### src/cie_pkg.sv
// types, operation codes and constants shared by the execute core
`timescale 1ns / 1ps

package cie_pkg;

   localparam int OP_W = 6;

   localparam logic [OP_W-1:0] OP_AND     = 6'd0;
   localparam logic [OP_W-1:0] OP_EOR     = 6'd1;
   localparam logic [OP_W-1:0] OP_ORA     = 6'd2;
   localparam logic [OP_W-1:0] OP_BIT     = 6'd3;
   localparam logic [OP_W-1:0] OP_ADC     = 6'd4;
   localparam logic [OP_W-1:0] OP_SBC     = 6'd5;
   localparam logic [OP_W-1:0] OP_CMP     = 6'd6;
   localparam logic [OP_W-1:0] OP_CPX     = 6'd7;
   localparam logic [OP_W-1:0] OP_CPY     = 6'd8;
   localparam logic [OP_W-1:0] OP_LDA     = 6'd9;
   localparam logic [OP_W-1:0] OP_LDX     = 6'd10;
   localparam logic [OP_W-1:0] OP_LDY     = 6'd11;
   localparam logic [OP_W-1:0] OP_STA     = 6'd12;
   localparam logic [OP_W-1:0] OP_STX     = 6'd13;
   localparam logic [OP_W-1:0] OP_STY     = 6'd14;
   localparam logic [OP_W-1:0] OP_INC     = 6'd15;
   localparam logic [OP_W-1:0] OP_DEC     = 6'd16;
   localparam logic [OP_W-1:0] OP_INX     = 6'd17;
   localparam logic [OP_W-1:0] OP_INY     = 6'd18;
   localparam logic [OP_W-1:0] OP_DEX     = 6'd19;
   localparam logic [OP_W-1:0] OP_DEY     = 6'd20;
   localparam logic [OP_W-1:0] OP_ASL_A   = 6'd21;
   localparam logic [OP_W-1:0] OP_ASL_M   = 6'd22;
   localparam logic [OP_W-1:0] OP_LSR_A   = 6'd23;
   localparam logic [OP_W-1:0] OP_LSR_M   = 6'd24;
   localparam logic [OP_W-1:0] OP_ROL_A   = 6'd25;
   localparam logic [OP_W-1:0] OP_ROL_M   = 6'd26;
   localparam logic [OP_W-1:0] OP_ROR_A   = 6'd27;
   localparam logic [OP_W-1:0] OP_ROR_M   = 6'd28;
   localparam logic [OP_W-1:0] OP_TAX     = 6'd29;
   localparam logic [OP_W-1:0] OP_TAY     = 6'd30;
   localparam logic [OP_W-1:0] OP_TXA     = 6'd31;
   localparam logic [OP_W-1:0] OP_TYA     = 6'd32;
   localparam logic [OP_W-1:0] OP_TSX     = 6'd33;
   localparam logic [OP_W-1:0] OP_TXS     = 6'd34;
   localparam logic [OP_W-1:0] OP_PHA     = 6'd35;
   localparam logic [OP_W-1:0] OP_PHP     = 6'd36;
   localparam logic [OP_W-1:0] OP_PLA     = 6'd37;
   localparam logic [OP_W-1:0] OP_PLP     = 6'd38;
   localparam logic [OP_W-1:0] OP_CLC     = 6'd39;
   localparam logic [OP_W-1:0] OP_CLD     = 6'd40;
   localparam logic [OP_W-1:0] OP_CLI     = 6'd41;
   localparam logic [OP_W-1:0] OP_CLV     = 6'd42;
   localparam logic [OP_W-1:0] OP_SEC     = 6'd43;
   localparam logic [OP_W-1:0] OP_SED     = 6'd44;
   localparam logic [OP_W-1:0] OP_SEI     = 6'd45;
   localparam logic [OP_W-1:0] OP_BCC     = 6'd46;
   localparam logic [OP_W-1:0] OP_BCS     = 6'd47;
   localparam logic [OP_W-1:0] OP_BEQ     = 6'd48;
   localparam logic [OP_W-1:0] OP_BMI     = 6'd49;
   localparam logic [OP_W-1:0] OP_BNE     = 6'd50;
   localparam logic [OP_W-1:0] OP_BPL     = 6'd51;
   localparam logic [OP_W-1:0] OP_BVC     = 6'd52;
   localparam logic [OP_W-1:0] OP_BVS     = 6'd53;
   localparam logic [OP_W-1:0] OP_NOP     = 6'd54;

   // status bit positions
   localparam int FLAG_C = 0;
   localparam int FLAG_Z = 1;
   localparam int FLAG_I = 2;
   localparam int FLAG_D = 3;
   localparam int FLAG_B = 4;
   localparam int FLAG_U = 5;
   localparam int FLAG_V = 6;
   localparam int FLAG_N = 7;

   // stack action codes
   localparam logic [1:0] PP_NONE = 2'd0;
   localparam logic [1:0] PP_PUSH = 2'd1;
   localparam logic [1:0] PP_PULL = 2'd2;

   // shifter kinds
   localparam logic [1:0] SH_ASL = 2'd0;
   localparam logic [1:0] SH_LSR = 2'd1;
   localparam logic [1:0] SH_ROL = 2'd2;
   localparam logic [1:0] SH_ROR = 2'd3;

   localparam logic [7:0] ACC_RST    = 8'h00;
   localparam logic [7:0] X_RST      = 8'h00;
   localparam logic [7:0] Y_RST      = 8'h00;
   localparam logic [7:0] STATUS_RST = 8'h24;
   localparam logic [7:0] SP_RST     = 8'hFD;

   localparam int REQ_DATA_W = 16;
   localparam int RSP_DATA_W = 56;

   typedef struct packed {
      logic [7:0] acc;
      logic [7:0] x_reg;
      logic [7:0] y_reg;
      logic [7:0] status;
      logic [7:0] stack_ptr;
   } regs_type;

   typedef struct packed {
      logic [7:0] write_data;
      logic       write_valid;
      logic [1:0] push_pull;
      logic       branch_taken;
   } side_type;

endpackage

### src/cie_execute.sv
// single-pass execute logic: next register state and side results for one operation
`timescale 1ns / 1ps

module cie_execute (
   input  logic [cie_pkg::OP_W-1:0] op,
   input  logic [7:0]               operand,
   input  cie_pkg::regs_type        cur,
   output cie_pkg::regs_type        nxt,
   output cie_pkg::side_type        side
);

   logic [7:0] m_eff;
   logic [8:0] sum;
   logic [7:0] cmp_reg;
   logic [8:0] diff;
   logic [1:0] sh_kind;
   logic [7:0] sh_src;
   logic [7:0] sh_res;
   logic       sh_cout;

   // status with z and n taken from a value
   function automatic logic [7:0] with_nz(input logic [7:0] st, input logic [7:0] v);
      logic [7:0] r;
      r = st;
      r[cie_pkg::FLAG_Z] = (v == 8'h00);
      r[cie_pkg::FLAG_N] = v[7];
      return r;
   endfunction

   // adder shared by adc and sbc, sbc feeds the complement
   assign m_eff = (op == cie_pkg::OP_SBC) ? ~operand : operand;
   assign sum   = {1'b0, cur.acc} + {1'b0, m_eff} + {8'h00, cur.status[cie_pkg::FLAG_C]};

   // comparator shared by cmp, cpx and cpy
   always_comb begin
      case (op)
         cie_pkg::OP_CPX: cmp_reg = cur.x_reg;
         cie_pkg::OP_CPY: cmp_reg = cur.y_reg;
         default:         cmp_reg = cur.acc;
      endcase
   end
   assign diff = {1'b0, cmp_reg} - {1'b0, operand};

   // shifter shared by the accumulator and memory forms
   always_comb begin
      case (op)
         cie_pkg::OP_ASL_A, cie_pkg::OP_ASL_M: sh_kind = cie_pkg::SH_ASL;
         cie_pkg::OP_LSR_A, cie_pkg::OP_LSR_M: sh_kind = cie_pkg::SH_LSR;
         cie_pkg::OP_ROL_A, cie_pkg::OP_ROL_M: sh_kind = cie_pkg::SH_ROL;
         default:                              sh_kind = cie_pkg::SH_ROR;
      endcase
      sh_src = (op == cie_pkg::OP_ASL_A || op == cie_pkg::OP_LSR_A ||
                op == cie_pkg::OP_ROL_A || op == cie_pkg::OP_ROR_A) ? cur.acc : operand;
      case (sh_kind)
         cie_pkg::SH_ASL: begin
            sh_res  = {sh_src[6:0], 1'b0};
            sh_cout = sh_src[7];
         end
         cie_pkg::SH_LSR: begin
            sh_res  = {1'b0, sh_src[7:1]};
            sh_cout = sh_src[0];
         end
         cie_pkg::SH_ROL: begin
            sh_res  = {sh_src[6:0], cur.status[cie_pkg::FLAG_C]};
            sh_cout = sh_src[7];
         end
         default: begin
            sh_res  = {cur.status[cie_pkg::FLAG_C], sh_src[7:1]};
            sh_cout = sh_src[0];
         end
      endcase
   end

   always_comb begin
      nxt  = cur;
      side = '0;
      case (op)
         cie_pkg::OP_AND: begin
            nxt.acc    = cur.acc & operand;
            nxt.status = with_nz(cur.status, cur.acc & operand);
         end
         cie_pkg::OP_EOR: begin
            nxt.acc    = cur.acc ^ operand;
            nxt.status = with_nz(cur.status, cur.acc ^ operand);
         end
         cie_pkg::OP_ORA: begin
            nxt.acc    = cur.acc | operand;
            nxt.status = with_nz(cur.status, cur.acc | operand);
         end
         cie_pkg::OP_BIT: begin
            nxt.status[cie_pkg::FLAG_Z] = ((cur.acc & operand) == 8'h00);
            nxt.status[cie_pkg::FLAG_N] = operand[7];
            nxt.status[cie_pkg::FLAG_V] = operand[6];
         end
         cie_pkg::OP_ADC, cie_pkg::OP_SBC: begin
            nxt.acc    = sum[7:0];
            nxt.status = with_nz(cur.status, sum[7:0]);
            nxt.status[cie_pkg::FLAG_C] = sum[8];
            nxt.status[cie_pkg::FLAG_V] = (m_eff[7] ^ sum[7]) & (sum[7] ^ cur.acc[7]);
         end
         cie_pkg::OP_CMP, cie_pkg::OP_CPX, cie_pkg::OP_CPY: begin
            nxt.status = with_nz(cur.status, diff[7:0]);
            nxt.status[cie_pkg::FLAG_C] = ~diff[8];
         end
         cie_pkg::OP_LDA: begin
            nxt.acc    = operand;
            nxt.status = with_nz(cur.status, operand);
         end
         cie_pkg::OP_LDX: begin
            nxt.x_reg  = operand;
            nxt.status = with_nz(cur.status, operand);
         end
         cie_pkg::OP_LDY: begin
            nxt.y_reg  = operand;
            nxt.status = with_nz(cur.status, operand);
         end
         cie_pkg::OP_STA: begin
            side.write_data  = cur.acc;
            side.write_valid = 1'b1;
         end
         cie_pkg::OP_STX: begin
            side.write_data  = cur.x_reg;
            side.write_valid = 1'b1;
         end
         cie_pkg::OP_STY: begin
            side.write_data  = cur.y_reg;
            side.write_valid = 1'b1;
         end
         cie_pkg::OP_INC: begin
            side.write_data  = operand + 8'd1;
            side.write_valid = 1'b1;
            nxt.status       = with_nz(cur.status, operand + 8'd1);
         end
         cie_pkg::OP_DEC: begin
            side.write_data  = operand - 8'd1;
            side.write_valid = 1'b1;
            nxt.status       = with_nz(cur.status, operand - 8'd1);
         end
         cie_pkg::OP_INX: begin
            nxt.x_reg  = cur.x_reg + 8'd1;
            nxt.status = with_nz(cur.status, cur.x_reg + 8'd1);
         end
         cie_pkg::OP_INY: begin
            nxt.y_reg  = cur.y_reg + 8'd1;
            nxt.status = with_nz(cur.status, cur.y_reg + 8'd1);
         end
         cie_pkg::OP_DEX: begin
            nxt.x_reg  = cur.x_reg - 8'd1;
            nxt.status = with_nz(cur.status, cur.x_reg - 8'd1);
         end
         cie_pkg::OP_DEY: begin
            nxt.y_reg  = cur.y_reg - 8'd1;
            nxt.status = with_nz(cur.status, cur.y_reg - 8'd1);
         end
         cie_pkg::OP_ASL_A, cie_pkg::OP_LSR_A, cie_pkg::OP_ROL_A, cie_pkg::OP_ROR_A: begin
            nxt.acc    = sh_res;
            nxt.status = with_nz(cur.status, sh_res);
            nxt.status[cie_pkg::FLAG_C] = sh_cout;
         end
         cie_pkg::OP_ASL_M, cie_pkg::OP_LSR_M, cie_pkg::OP_ROL_M, cie_pkg::OP_ROR_M: begin
            side.write_data  = sh_res;
            side.write_valid = 1'b1;
            nxt.status       = with_nz(cur.status, sh_res);
            nxt.status[cie_pkg::FLAG_C] = sh_cout;
         end
         cie_pkg::OP_TAX: begin
            nxt.x_reg  = cur.acc;
            nxt.status = with_nz(cur.status, cur.acc);
         end
         cie_pkg::OP_TAY: begin
            nxt.y_reg  = cur.acc;
            nxt.status = with_nz(cur.status, cur.acc);
         end
         cie_pkg::OP_TXA: begin
            nxt.acc    = cur.x_reg;
            nxt.status = with_nz(cur.status, cur.x_reg);
         end
         cie_pkg::OP_TYA: begin
            nxt.acc    = cur.y_reg;
            nxt.status = with_nz(cur.status, cur.y_reg);
         end
         cie_pkg::OP_TSX: begin
            nxt.x_reg  = cur.stack_ptr;
            nxt.status = with_nz(cur.status, cur.stack_ptr);
         end
         cie_pkg::OP_TXS: begin
            nxt.stack_ptr = cur.x_reg;
         end
         cie_pkg::OP_PHA: begin
            side.write_data  = cur.acc;
            side.write_valid = 1'b1;
            side.push_pull   = cie_pkg::PP_PUSH;
            nxt.stack_ptr    = cur.stack_ptr - 8'd1;
         end
         cie_pkg::OP_PHP: begin
            // pushed copy carries b and u set
            side.write_data  = cur.status | 8'h30;
            side.write_valid = 1'b1;
            side.push_pull   = cie_pkg::PP_PUSH;
            nxt.stack_ptr    = cur.stack_ptr - 8'd1;
         end
         cie_pkg::OP_PLA: begin
            side.push_pull = cie_pkg::PP_PULL;
            nxt.stack_ptr  = cur.stack_ptr + 8'd1;
            nxt.acc        = operand;
            nxt.status     = with_nz(cur.status, operand);
         end
         cie_pkg::OP_PLP: begin
            side.push_pull = cie_pkg::PP_PULL;
            nxt.stack_ptr  = cur.stack_ptr + 8'd1;
            nxt.status     = operand;
            nxt.status[cie_pkg::FLAG_B] = 1'b0;
            nxt.status[cie_pkg::FLAG_U] = 1'b1;
         end
         cie_pkg::OP_CLC: nxt.status[cie_pkg::FLAG_C] = 1'b0;
         cie_pkg::OP_CLD: nxt.status[cie_pkg::FLAG_D] = 1'b0;
         cie_pkg::OP_CLI: nxt.status[cie_pkg::FLAG_I] = 1'b0;
         cie_pkg::OP_CLV: nxt.status[cie_pkg::FLAG_V] = 1'b0;
         cie_pkg::OP_SEC: nxt.status[cie_pkg::FLAG_C] = 1'b1;
         cie_pkg::OP_SED: nxt.status[cie_pkg::FLAG_D] = 1'b1;
         cie_pkg::OP_SEI: nxt.status[cie_pkg::FLAG_I] = 1'b1;
         cie_pkg::OP_BCC: side.branch_taken = ~cur.status[cie_pkg::FLAG_C];
         cie_pkg::OP_BCS: side.branch_taken =  cur.status[cie_pkg::FLAG_C];
         cie_pkg::OP_BEQ: side.branch_taken =  cur.status[cie_pkg::FLAG_Z];
         cie_pkg::OP_BMI: side.branch_taken =  cur.status[cie_pkg::FLAG_N];
         cie_pkg::OP_BNE: side.branch_taken = ~cur.status[cie_pkg::FLAG_Z];
         cie_pkg::OP_BPL: side.branch_taken = ~cur.status[cie_pkg::FLAG_N];
         cie_pkg::OP_BVC: side.branch_taken = ~cur.status[cie_pkg::FLAG_V];
         cie_pkg::OP_BVS: side.branch_taken =  cur.status[cie_pkg::FLAG_V];
         // nop and unassigned codes leave everything alone
         default: ;
      endcase
   end

endmodule

### src/cie_arch_regs.sv
// architectural registers a, x, y, status and stack pointer
`timescale 1ns / 1ps

module cie_arch_regs (
   input  logic              clock,
   input  logic              reset,
   input  logic              commit,
   input  cie_pkg::regs_type regs_in,
   output cie_pkg::regs_type regs
);

   cie_pkg::regs_type regs_ff;

   always_ff @(posedge clock) begin
      if (reset) begin
         regs_ff.acc       <= cie_pkg::ACC_RST;
         regs_ff.x_reg     <= cie_pkg::X_RST;
         regs_ff.y_reg     <= cie_pkg::Y_RST;
         regs_ff.status    <= cie_pkg::STATUS_RST;
         regs_ff.stack_ptr <= cie_pkg::SP_RST;
      end else if (commit) begin
         regs_ff <= regs_in;
      end
   end

   assign regs = regs_ff;

endmodule

### src/cpu8_instruction_execute_core.sv
// top level: input register, execute stage and result register of the 6502 execute core
`timescale 1ns / 1ps

// One decoded 6502 operation per beat, with its operand or popped stack byte. A beat is
// taken into an input register, executed against the a, x, y, status and stack pointer
// registers, and presented from a result register; a new beat is taken every cycle while
// the result side keeps up. The execute stage, which updates the registers as each
// operation leaves the input register, sets that rate; a following operation always sees
// the state left by the one before it. Binary arithmetic only; the d flag is stored but
// does not affect adc or sbc.
module cpu8_instruction_execute_core (
   input  logic                             clock,
   input  logic                             reset,
   input  logic                             req_tvalid,
   output logic                             req_tready,
   // op [5:0], operand [13:6], zero [15:14]
   input  logic [cie_pkg::REQ_DATA_W-1:0]   req_tdata,
   output logic                             rsp_tvalid,
   input  logic                             rsp_tready,
   // write_data [7:0], write_valid [8], push_pull [10:9], branch_taken [11],
   // acc_out [19:12], x_out [27:20], y_out [35:28], status_out [43:36],
   // stack_ptr_out [51:44], zero [55:52]
   output logic [cie_pkg::RSP_DATA_W-1:0]   rsp_tdata
);

   logic                        req_valid_ff;
   logic [cie_pkg::OP_W-1:0]    req_op_ff;
   logic [7:0]                  req_operand_ff;
   logic                        rsp_valid_ff;
   logic [cie_pkg::RSP_DATA_W-1:0] rsp_data_ff;
   logic [cie_pkg::RSP_DATA_W-1:0] rsp_data_in;
   logic                        advance;
   cie_pkg::regs_type           cur_regs;
   cie_pkg::regs_type           nxt_regs;
   cie_pkg::side_type           side;

   // the execute stage moves when the result register is empty or being drained
   assign advance    = req_valid_ff & (~rsp_valid_ff | rsp_tready);
   assign req_tready = ~req_valid_ff | advance;

   always_ff @(posedge clock) begin
      if (reset) begin
         req_valid_ff <= 1'b0;
      end else if (req_tready) begin
         req_valid_ff <= req_tvalid;
      end
   end

   always_ff @(posedge clock) begin
      if (req_tvalid && req_tready) begin
         req_op_ff      <= req_tdata[5:0];
         req_operand_ff <= req_tdata[13:6];
      end
   end

   cie_execute u_execute (
      .op      (req_op_ff),
      .operand (req_operand_ff),
      .cur     (cur_regs),
      .nxt     (nxt_regs),
      .side    (side)
   );

   cie_arch_regs u_arch_regs (
      .clock   (clock),
      .reset   (reset),
      .commit  (advance),
      .regs_in (nxt_regs),
      .regs    (cur_regs)
   );

   assign rsp_data_in = {4'h0, nxt_regs.stack_ptr, nxt_regs.status, nxt_regs.y_reg,
                         nxt_regs.x_reg, nxt_regs.acc, side.branch_taken, side.push_pull,
                         side.write_valid, side.write_data};

   always_ff @(posedge clock) begin
      if (reset) begin
         rsp_valid_ff <= 1'b0;
      end else if (advance) begin
         rsp_valid_ff <= 1'b1;
      end else if (rsp_tready) begin
         rsp_valid_ff <= 1'b0;
      end
   end

   always_ff @(posedge clock) begin
      if (advance) begin
         rsp_data_ff <= rsp_data_in;
      end
   end

   assign rsp_tvalid = rsp_valid_ff;
   assign rsp_tdata  = rsp_data_ff;

   // u is never cleared once reset has set it
   a_u_flag_set: assert property (@(posedge clock) disable iff (reset)
      rsp_tvalid |-> rsp_tdata[36 + cie_pkg::FLAG_U])
      else $error("u flag clear in result");

   a_pp_code: assert property (@(posedge clock) disable iff (reset)
      rsp_tvalid |-> (rsp_tdata[10:9] != 2'd3))
      else $error("illegal stack action code");

   a_no_write_zero: assert property (@(posedge clock) disable iff (reset)
      (rsp_tvalid && !rsp_tdata[8]) |-> (rsp_tdata[7:0] == 8'h00))
      else $error("write data set without a write");

   // a push leaves the stack pointer one lower, a pull one higher
   a_push_sp: assert property (@(posedge clock) disable iff (reset)
      (advance && side.push_pull == cie_pkg::PP_PUSH)
         |=> (cur_regs.stack_ptr == $past(cur_regs.stack_ptr) - 8'd1))
      else $error("stack pointer not decremented on push");

   a_pull_sp: assert property (@(posedge clock) disable iff (reset)
      (advance && side.push_pull == cie_pkg::PP_PULL)
         |=> (cur_regs.stack_ptr == $past(cur_regs.stack_ptr) + 8'd1))
      else $error("stack pointer not incremented on pull");

   // registers only change when an operation leaves the input register
   a_hold_regs: assert property (@(posedge clock) disable iff (reset)
      !advance |=> $stable(cur_regs))
      else $error("registers changed without an operation");

endmodule

### config.mk
export PLATFORM = sky130hd
export DESIGN_NAME = cpu8_instruction_execute_core
export DESIGN_NICKNAME = d
export VERILOG_FILES = /design/src/cie_pkg.sv /design/src/cie_execute.sv /design/src/cie_arch_regs.sv /design/src/cpu8_instruction_execute_core.sv
export SDC_FILE = /design/constraint.sdc
export NUM_CORES = 1
export LEC_CHECK = 0
export CORE_AREA = 2 2 137 172
export CTS_CLUSTER_SIZE = 20
export DETAILED_ROUTE_END_ITERATION = 16
export DIE_AREA = 0 0 139 174
export DONT_BUFFER_PORTS = 1
export PLACE_DENSITY = 0.65
export SYNTH_ARGS = -nofsm -noshare
export SYNTH_HDL_FRONTEND = slang
export SYNTH_SLANG_ARGS = --single-unit
### constraint.sdc
create_clock -name clock -period 3.6 [get_ports clock]
set_input_delay 0.36 -clock clock [delete_from_list [all_inputs] [get_ports clock]]
set_output_delay 0.36 -clock clock [all_outputs]
set_load 0.02 [all_outputs]
# [After elaboration in Yosys (flattened, before gate mapping)]
# Index checks and enable logic that the tools add are counted.
[word_totals] reg_bits=108 input_bits=20 out_inout_bits=58 wordCells=157
[op_classes] add_sub_neg=11 eq_ne=55 mux=22 n_bitwise=17 reduce_logical=42
[ops] cell="8-bit logical NOT" n=17
[ops] cell="6-bit equality test (second input constant)" n=22
[ops] cell="6-bit by 5-bit equality test with 1-bit output (second input constant)" n=16
[ops] cell="8-bit case mux with 8 select lines" n=1
[ops] cell="9-bit case mux with 7 select lines" n=1
[ops] cell="6-bit by 4-bit equality test with 1-bit output (second input constant)" n=8
[ops] cell="8-bit case mux with 3 select lines" n=2
[ops] cell="8-bit case mux with 5 select lines" n=1
[ops] cell="8-bit by 1-bit adder with 8-bit output (second input constant)" n=4
[ops] cell="8-bit case mux with 4 select lines" n=1
[ops] cell="8-bit by 1-bit subtractor with 8-bit output (second input constant)" n=4
[ops] cell="6-bit by 3-bit equality test with 1-bit output (second input constant)" n=4
[ops] cell="2-bit OR reduction" n=12
[ops] cell="1-bit case mux with 18 select lines" n=1
[ops] cell="1-bit case mux with 17 select lines" n=1
[ops] cell="8-bit 2-to-1 mux" n=2
[ops] cell="8-bit case mux with 2 select lines" n=1
[ops] cell="6-bit by 2-bit equality test with 1-bit output (second input constant)" n=2
[ops] cell="4-bit OR reduction" n=3
[ops] cell="8-bit by 8-bit adder with 9-bit output" n=1
[ops] cell="9-bit by 1-bit adder with 9-bit output" n=1
[ops] cell="1-bit case mux with 3 select lines" n=3
[ops] cell="8-bit by 8-bit subtractor with 9-bit output" n=1
[ops] cell="8-bit AND" n=1
[ops] cell="24 further kinds" n=37

# [Longest topological paths before layout]
[logic_depth] word_depth=8 depth_mapped=17 ltp_nobuf=15

# [By module]
# From an unflattened synthesis, not the netlist that was laid out.
[hier_totals] cells_unflattened=1031 area_unflattened_um2=9127.5
[modules_own_cells] module="cie_execute" instances=1 cells_each=821 area_each_um2=5540.3 seq_area_each_um2=0.0
[modules_own_cells] module="cpu8_instruction_execute_core" instances=1 cells_each=81 area_each_um2=2119.5 seq_area_each_um2=2021.9
[modules_own_cells] module="cie_arch_regs" instances=1 cells_each=129 area_each_um2=1467.7 seq_area_each_um2=800.8

# [Worst setup path before layout]
# Ideal clock, no wire load.
[synth_timing] kind="reg-to-reg" from="register req_op_ff[5] (netlist name)" to="register u_arch_regs.regs_ff, in the netlist u_arch_regs.regs[9]" setup_time_ns=0.086 arrival_ns=3.780 required_ns=3.514 setup_slack_ns=-0.266 stages_incl_launch_ff=16 n_path_buf=1 synth_period_minus_slack_ns=3.866 path_cell_list="edfxtp_1 buf_2 nor2_1 nand2_1 nor2_1 nor2_1 a21oi_1 ha_1 inv_1 fa_1 a21o_1 a21o_1 mux2i_1 or4_1 and3_1 a221oi_2"
[synth_between] elab_chain_len=8 elab_cells_between_ends=60 cone_classes="add/sub (3); eq/ne (34); mux (6); reduce/logical (17)"
[synth_lines] item="from (decl)" line="cpu8_instruction_execute_core.sv:27" rtl="logic [cie_pkg::OP_W-1:0] req_op_ff;"
[synth_lines] item="from (signal assigned)" line="cpu8_instruction_execute_core.sv:51" rtl="req_op_ff <= req_tdata[5:0];"
[synth_lines] item="branches (longest 7 deep; another with 8-bit by 8-bit adder with 9-bit output)"
[synth_lines] item="1-bit case mux with 18 select lines *" line="cie_execute.sv:77" rtl="case (op)"
[synth_lines] item="to (signal assigned)" line="cie_arch_regs.sv:22" rtl="regs_ff <= regs_in;"
[synth_lines] item="to (decl)" line="cie_arch_regs.sv:12" rtl="cie_pkg::regs_type regs_ff;"
# Every way passes the cells marked *.
# A chain may end at the register's enable or synchronous reset.

# [Final worst setup path]
[layout_timing] from="register req_op_ff[4] (netlist name)" to="register u_arch_regs.regs_ff, in the netlist u_arch_regs.regs[9]"
# The elaborated chain is that of the path after synthesis.

==> impl_table.tex <==
\begin{tabular}{lr}
\hline
Metric & Value \\
\hline
\multicolumn{2}{l}{\textbf{Critical path}} \\
Type of element launching the critical path & register \\
Endpoint arrival time on the critical path & 3830 ps \\
Worst r2r path cells & 15 \\
Required time reported for the critical path endpoint & 3890 ps \\
Setup CP Type & reg -> reg \\
Max Fanout on Critical Path & 5 \\
Type of element capturing the critical path & register \\
Reg-to-Reg Start & req\_op\_ff[4] \\
Internal reg-to-reg setup slack & 70 ps \\
R2R Path End & u\_arch\_regs.regs[9] \\
\multicolumn{2}{l}{\textbf{Hold path}} \\
Cell depth of the worst hold path & 1 \\
Start point of the worst hold path & reset \\
Min-Delay Path Class & in -> reg \\
Hold worst-path end & u\_arch\_regs.regs[11] \\
\multicolumn{2}{l}{\textbf{Detailed routing}} \\
Remaining design rule violation count & 0 \\
Wire length per cell after detailed routing & 24.77 um \\
Post-DR vias/cell & 6.435 \\
Detailed-route via count & approximately 9,100 \\
Antenna viol nets, final & 0 \\
Total detailed-routing wirelength & 35,150 um \\
DRT iter0 DRCs & 1,523 \\
Router iterations before antenna repair & 9 \\
\multicolumn{2}{l}{\textbf{STA}} \\
Slew margin rel. & 38.16\% \\
Worst Slack Setup Final & 65.88 ps \\
Clock period minus final worst setup slack & 3534 ps \\
Period Utilization, post-route & a little over nine tenths \\
Worst clock skew & approximately 14 ps \\
Final number of max-transition violations & 0 \\
Transition time at the pin with the least slew margin & 920.5 ps \\
Number of failing hold endpoints at the final stage & 0 \\
Final hold slack & 42.81 ps \\
Timing-limited maximum frequency & about 280 MHz \\
Setup-violating endpoint count in the final report & 0 \\
\multicolumn{2}{l}{\textbf{Final layout}} \\
Number of diodes & 0 \\
Most common cell after layout, fill and taps aside & sky130\_fd\_sc\_hd\_\_nand2\_1 \\
Layout overhead on the synthesized area & 14.51\% \\
Cell area after layout & between 10,000 and 15,000 um2 \\
Share of post-route cells with drive strength above 1 & 15.30\% \\
Most used cells in the layout excluding fill and tap cells & 125 x sky130\_fd\_sc\_hd\_\_nand2\_1, 110 x sky130\_fd\_sc\_hd\_\_buf\_4, 108 x sky130\_fd\_sc\_hd\_\_nor2\_1, 66 x sky130\_fd\_sc\_hd\_\_edfxtp\_1, 59 x sky130\_fd\_sc\_hd\_\_a21oi\_1 \\
Sequential cell area & roughly 2800 um2 \\
Number of inserted filler cells in the final layout & 2,289 \\
Post-layout net count & 1,202 \\
Area of the multi-input gates & 5734 um2 \\
\multicolumn{2}{l}{\textbf{Global routing}} \\
Pin count of the biggest net entering global routing & 38 \\
Global-route wire length before repair & 52,850 um \\
Overall overflow remaining after global route & 0 \\
Number of global-route vias before repair & 8,589 \\
Global-route usage over all layers & 28.57\% \\
Antenna violations before repair & 0 \\
\multicolumn{2}{l}{\textbf{Clocking}} \\
Cts bufs inserted & 9 \\
CTS tree & done \\
Post-CTS Hold Fix Bufs & 0 \\
Insertion delay to the later sink of the worst-skew pair & 390 ps \\
Buffer depth of the longest clock path & 2 \\
Clock sink total & 108 \\
Clock edge transition at the registers on the reported setup and hold paths & 80 ps \\
CTS Root Buffer Type & sky130\_fd\_sc\_hd\_\_clkbuf\_16 \\
Depth of the CTS H-tree & 3 \\
\multicolumn{2}{l}{\textbf{Synth}} \\
Most frequently used flop master after synthesis & sky130\_fd\_sc\_hd\_\_edfxtp\_1 \\
Post-synthesis adder-cell area fraction & slightly above 8\% \\
Count of flip-flops with a built-in enable after synthesis & 66 \\
Part of the Yosys area used for sequential elements & 31.64\% \\
Largest family of logic cells by synthesized area & simple AND/OR/NAND/NOR gates \\
Synthesis-stage register bit count & 108 \\
Post-Synth Simple-Gate Area & a little under a quarter \\
Share of the synthesized area in compound gates (AO/OA/AOI/OAI) & a little under a quarter \\
Average cell area after synthesis & between 8 and 9 um2 \\
Netlist Area Pre-Place & 8922 um2 \\
Synth Instances & 1,091 \\
Async set-or-reset flop fraction in the synthesized netlist & 0\% \\
Xor and xnor fraction of the mapped netlist area & 5.679\% \\
Count of cell types in the netlist & 82 \\
Multiplexer fraction of the synthesized cell area & 2.188\% \\
Synth warnings & 0 \\
\multicolumn{2}{l}{\textbf{Outcome}} \\
Result of the run & complete, no violations \\
\multicolumn{2}{l}{\textbf{Floorplan}} \\
Placeable core region & between 20,000 and 25,000 um2 \\
Cell row count & just over 60 \\
Count of boundary I/O pins & 78 \\
Total die area & 24,190 um2 \\
Vertical extent of the die & 174 um \\
Die Span X & 139 um \\
Initial Util & 39.39\% \\
\multicolumn{2}{l}{\textbf{Pwr}} \\
Static leakage & 0.003868 uW \\
Peak ir drop on the vdd network & 249.5 uV \\
Post-layout power & 3344 uW \\
Power density normalized to cell area & 327.3 nW/um2 \\
\multicolumn{2}{l}{\textbf{Placement}} \\
Global placement routability congestion & 1.024 \\
Port-buffer cells & 0 \\
Dpl ws & -62.76 ps \\
Placed wire-length estimate & 26,240 um \\
Area post-placement & 9739 um2 \\
\multicolumn{2}{l}{\textbf{Flow run}} \\
MaxCap Viol Count & 0 \\
\hline
\end{tabular}
-- flip-flops by register name, indices dropped and copies added (netlist names) --
signal,flops
req_op_ff,6
rsp_tvalid,1
req_valid_ff,1
u_arch_regs.regs,40
req_operand_ff,8
rsp_tdata,52
-- metrics by stage --
step           util (%)  instances  setup TNS, ps
2_1_floorplan         -       1094              0
6_report          45.11       1419              0
3_5_place_dp      43.00       1399         -90.67
4_1_cts           44.43       1415              0
5_1_grt           45.11       1419         -70.52
3_3_place_gp      43.00       1399         -45.43
-- worst max-delay path, stage by stage (launching register included) --
cell,delay (ps)
sky130_fd_sc_hd__edfxtp_1,400
sky130_fd_sc_hd__nor2_2,170
sky130_fd_sc_hd__buf_4,140
sky130_fd_sc_hd__buf_4,140
sky130_fd_sc_hd__nand3_4,110
sky130_fd_sc_hd__xnor2_4,160
sky130_fd_sc_hd__fa_2,230
sky130_fd_sc_hd__inv_1,50
sky130_fd_sc_hd__fa_2,340
sky130_fd_sc_hd__a211oi_2,270
sky130_fd_sc_hd__nor2_1,90
sky130_fd_sc_hd__xnor2_1,320
sky130_fd_sc_hd__nand4_1,150
sky130_fd_sc_hd__or3_4,390
sky130_fd_sc_hd__and3_1,200
sky130_fd_sc_hd__a221oi_2,250
-- layer usage --
layer / vias to the layer above / GRT usage (%) / share of wire [%]
li1: 4117 / - / -
met1: 4327 / 35.61 / 39
met2: 563 / 46.16 / 46
met3: 124 / 5.537 / 8.4
met4: 0 / 16.46 / 5.8
met5: - / 0 / 0
-- area by class of cell --
type                       instances  area share, %
multi-input combinational        857          56.12
sequential                       108          27.63
timing repair buffer             111          8.193
tap                              288          3.527
clock buffer                      11          2.486
inverter                          39          1.445
clock inverter                     5         0.6000
-- report_power, final --
| group | internal (uW) | switching [uW] |
|---|---|---|
| Sequential | 1380 | 93.4 |
| Clock | 589 | 509 |
| Combinational | 284 | 485 |
-- cell usage after synthesis, types with 7 or more instances --
master / n / share of area [%]
sky130_fd_sc_hd__a21o_1: 12 / 1.0
sky130_fd_sc_hd__nand4_1: 16 / 1.1
sky130_fd_sc_hd__nand2_1: 127 / 5.3
sky130_fd_sc_hd__nor4_1: 17 / 1.2
sky130_fd_sc_hd__a222oi_1: 16 / 1.8
sky130_fd_sc_hd__and3_1: 7 / 0.49
sky130_fd_sc_hd__a22oi_1: 21 / 1.8
sky130_fd_sc_hd__xor2_1: 14 / 1.4
sky130_fd_sc_hd__xnor2_1: 42 / 4.1
sky130_fd_sc_hd__nor3_1: 28 / 1.6
sky130_fd_sc_hd__mux2i_1: 15 / 1.7
sky130_fd_sc_hd__inv_1: 36 / 1.5
sky130_fd_sc_hd__and2_1: 7 / 0.49
sky130_fd_sc_hd__o2111ai_1: 9 / 0.88
sky130_fd_sc_hd__o211ai_1: 7 / 0.59
sky130_fd_sc_hd__buf_2: 20 / 1.1
sky130_fd_sc_hd__a221o_1: 12 / 1.3
sky130_fd_sc_hd__a31oi_1: 17 / 1.2
sky130_fd_sc_hd__nand3_1: 41 / 2.3
sky130_fd_sc_hd__nor2_1: 112 / 4.7
sky130_fd_sc_hd__edfxtp_1: 66 / 22
sky130_fd_sc_hd__or4_1: 7 / 0.59
sky130_fd_sc_hd__ha_1: 52 / 7.3
sky130_fd_sc_hd__nand2b_1: 13 / 0.91
sky130_fd_sc_hd__a21oi_1: 61 / 3.4
sky130_fd_sc_hd__o21ai_0: 53 / 3.0
sky130_fd_sc_hd__clkbuf_1: 60 / 2.5
sky130_fd_sc_hd__dfxtp_1: 42 / 9.4
sky130_fd_sc_hd__o22ai_1: 14 / 0.98
sky130_fd_sc_hd__nor2b_1: 11 / 0.77
sky130_fd_sc_hd__a221oi_1: 16 / 1.6
-- cells by family after synthesis --
logic type	after synthesis
compound gates	293
xor+xnor	57
buf+inv	129
fa+ha+maj	57
flops	108
simple gates	427
mux	19
other cells	1
-- repair_timing --
item                                   4_1_cts  5_1_grt
setup endpoints to repair                    3       15
resized for setup                            3       30
pin swaps                                    0       10
setup buffers                                0        4
endpoints found under the hold margin        0        0
-- worst max-delay path by stage --
stage,from,endpoint,depth (start not counted),slack (ps)
2_1_floorplan,req_op_ff[0],u_arch_regs.regs[9],15,2
3_3_place_gp,req_op_ff[2],rsp_tdata[36],16,-50
3_5_place_dp,req_op_ff[2],rsp_tdata[36],16,-60
4_1_cts,req_op_ff[2],u_arch_regs.regs[9],14,20
5_1_grt,req_op_ff[4],u_arch_regs.regs[9],18,-40
6_report,req_op_ff[4],u_arch_regs.regs[9],15,70
Note: power is estimated with default switching activity, not from simulation.
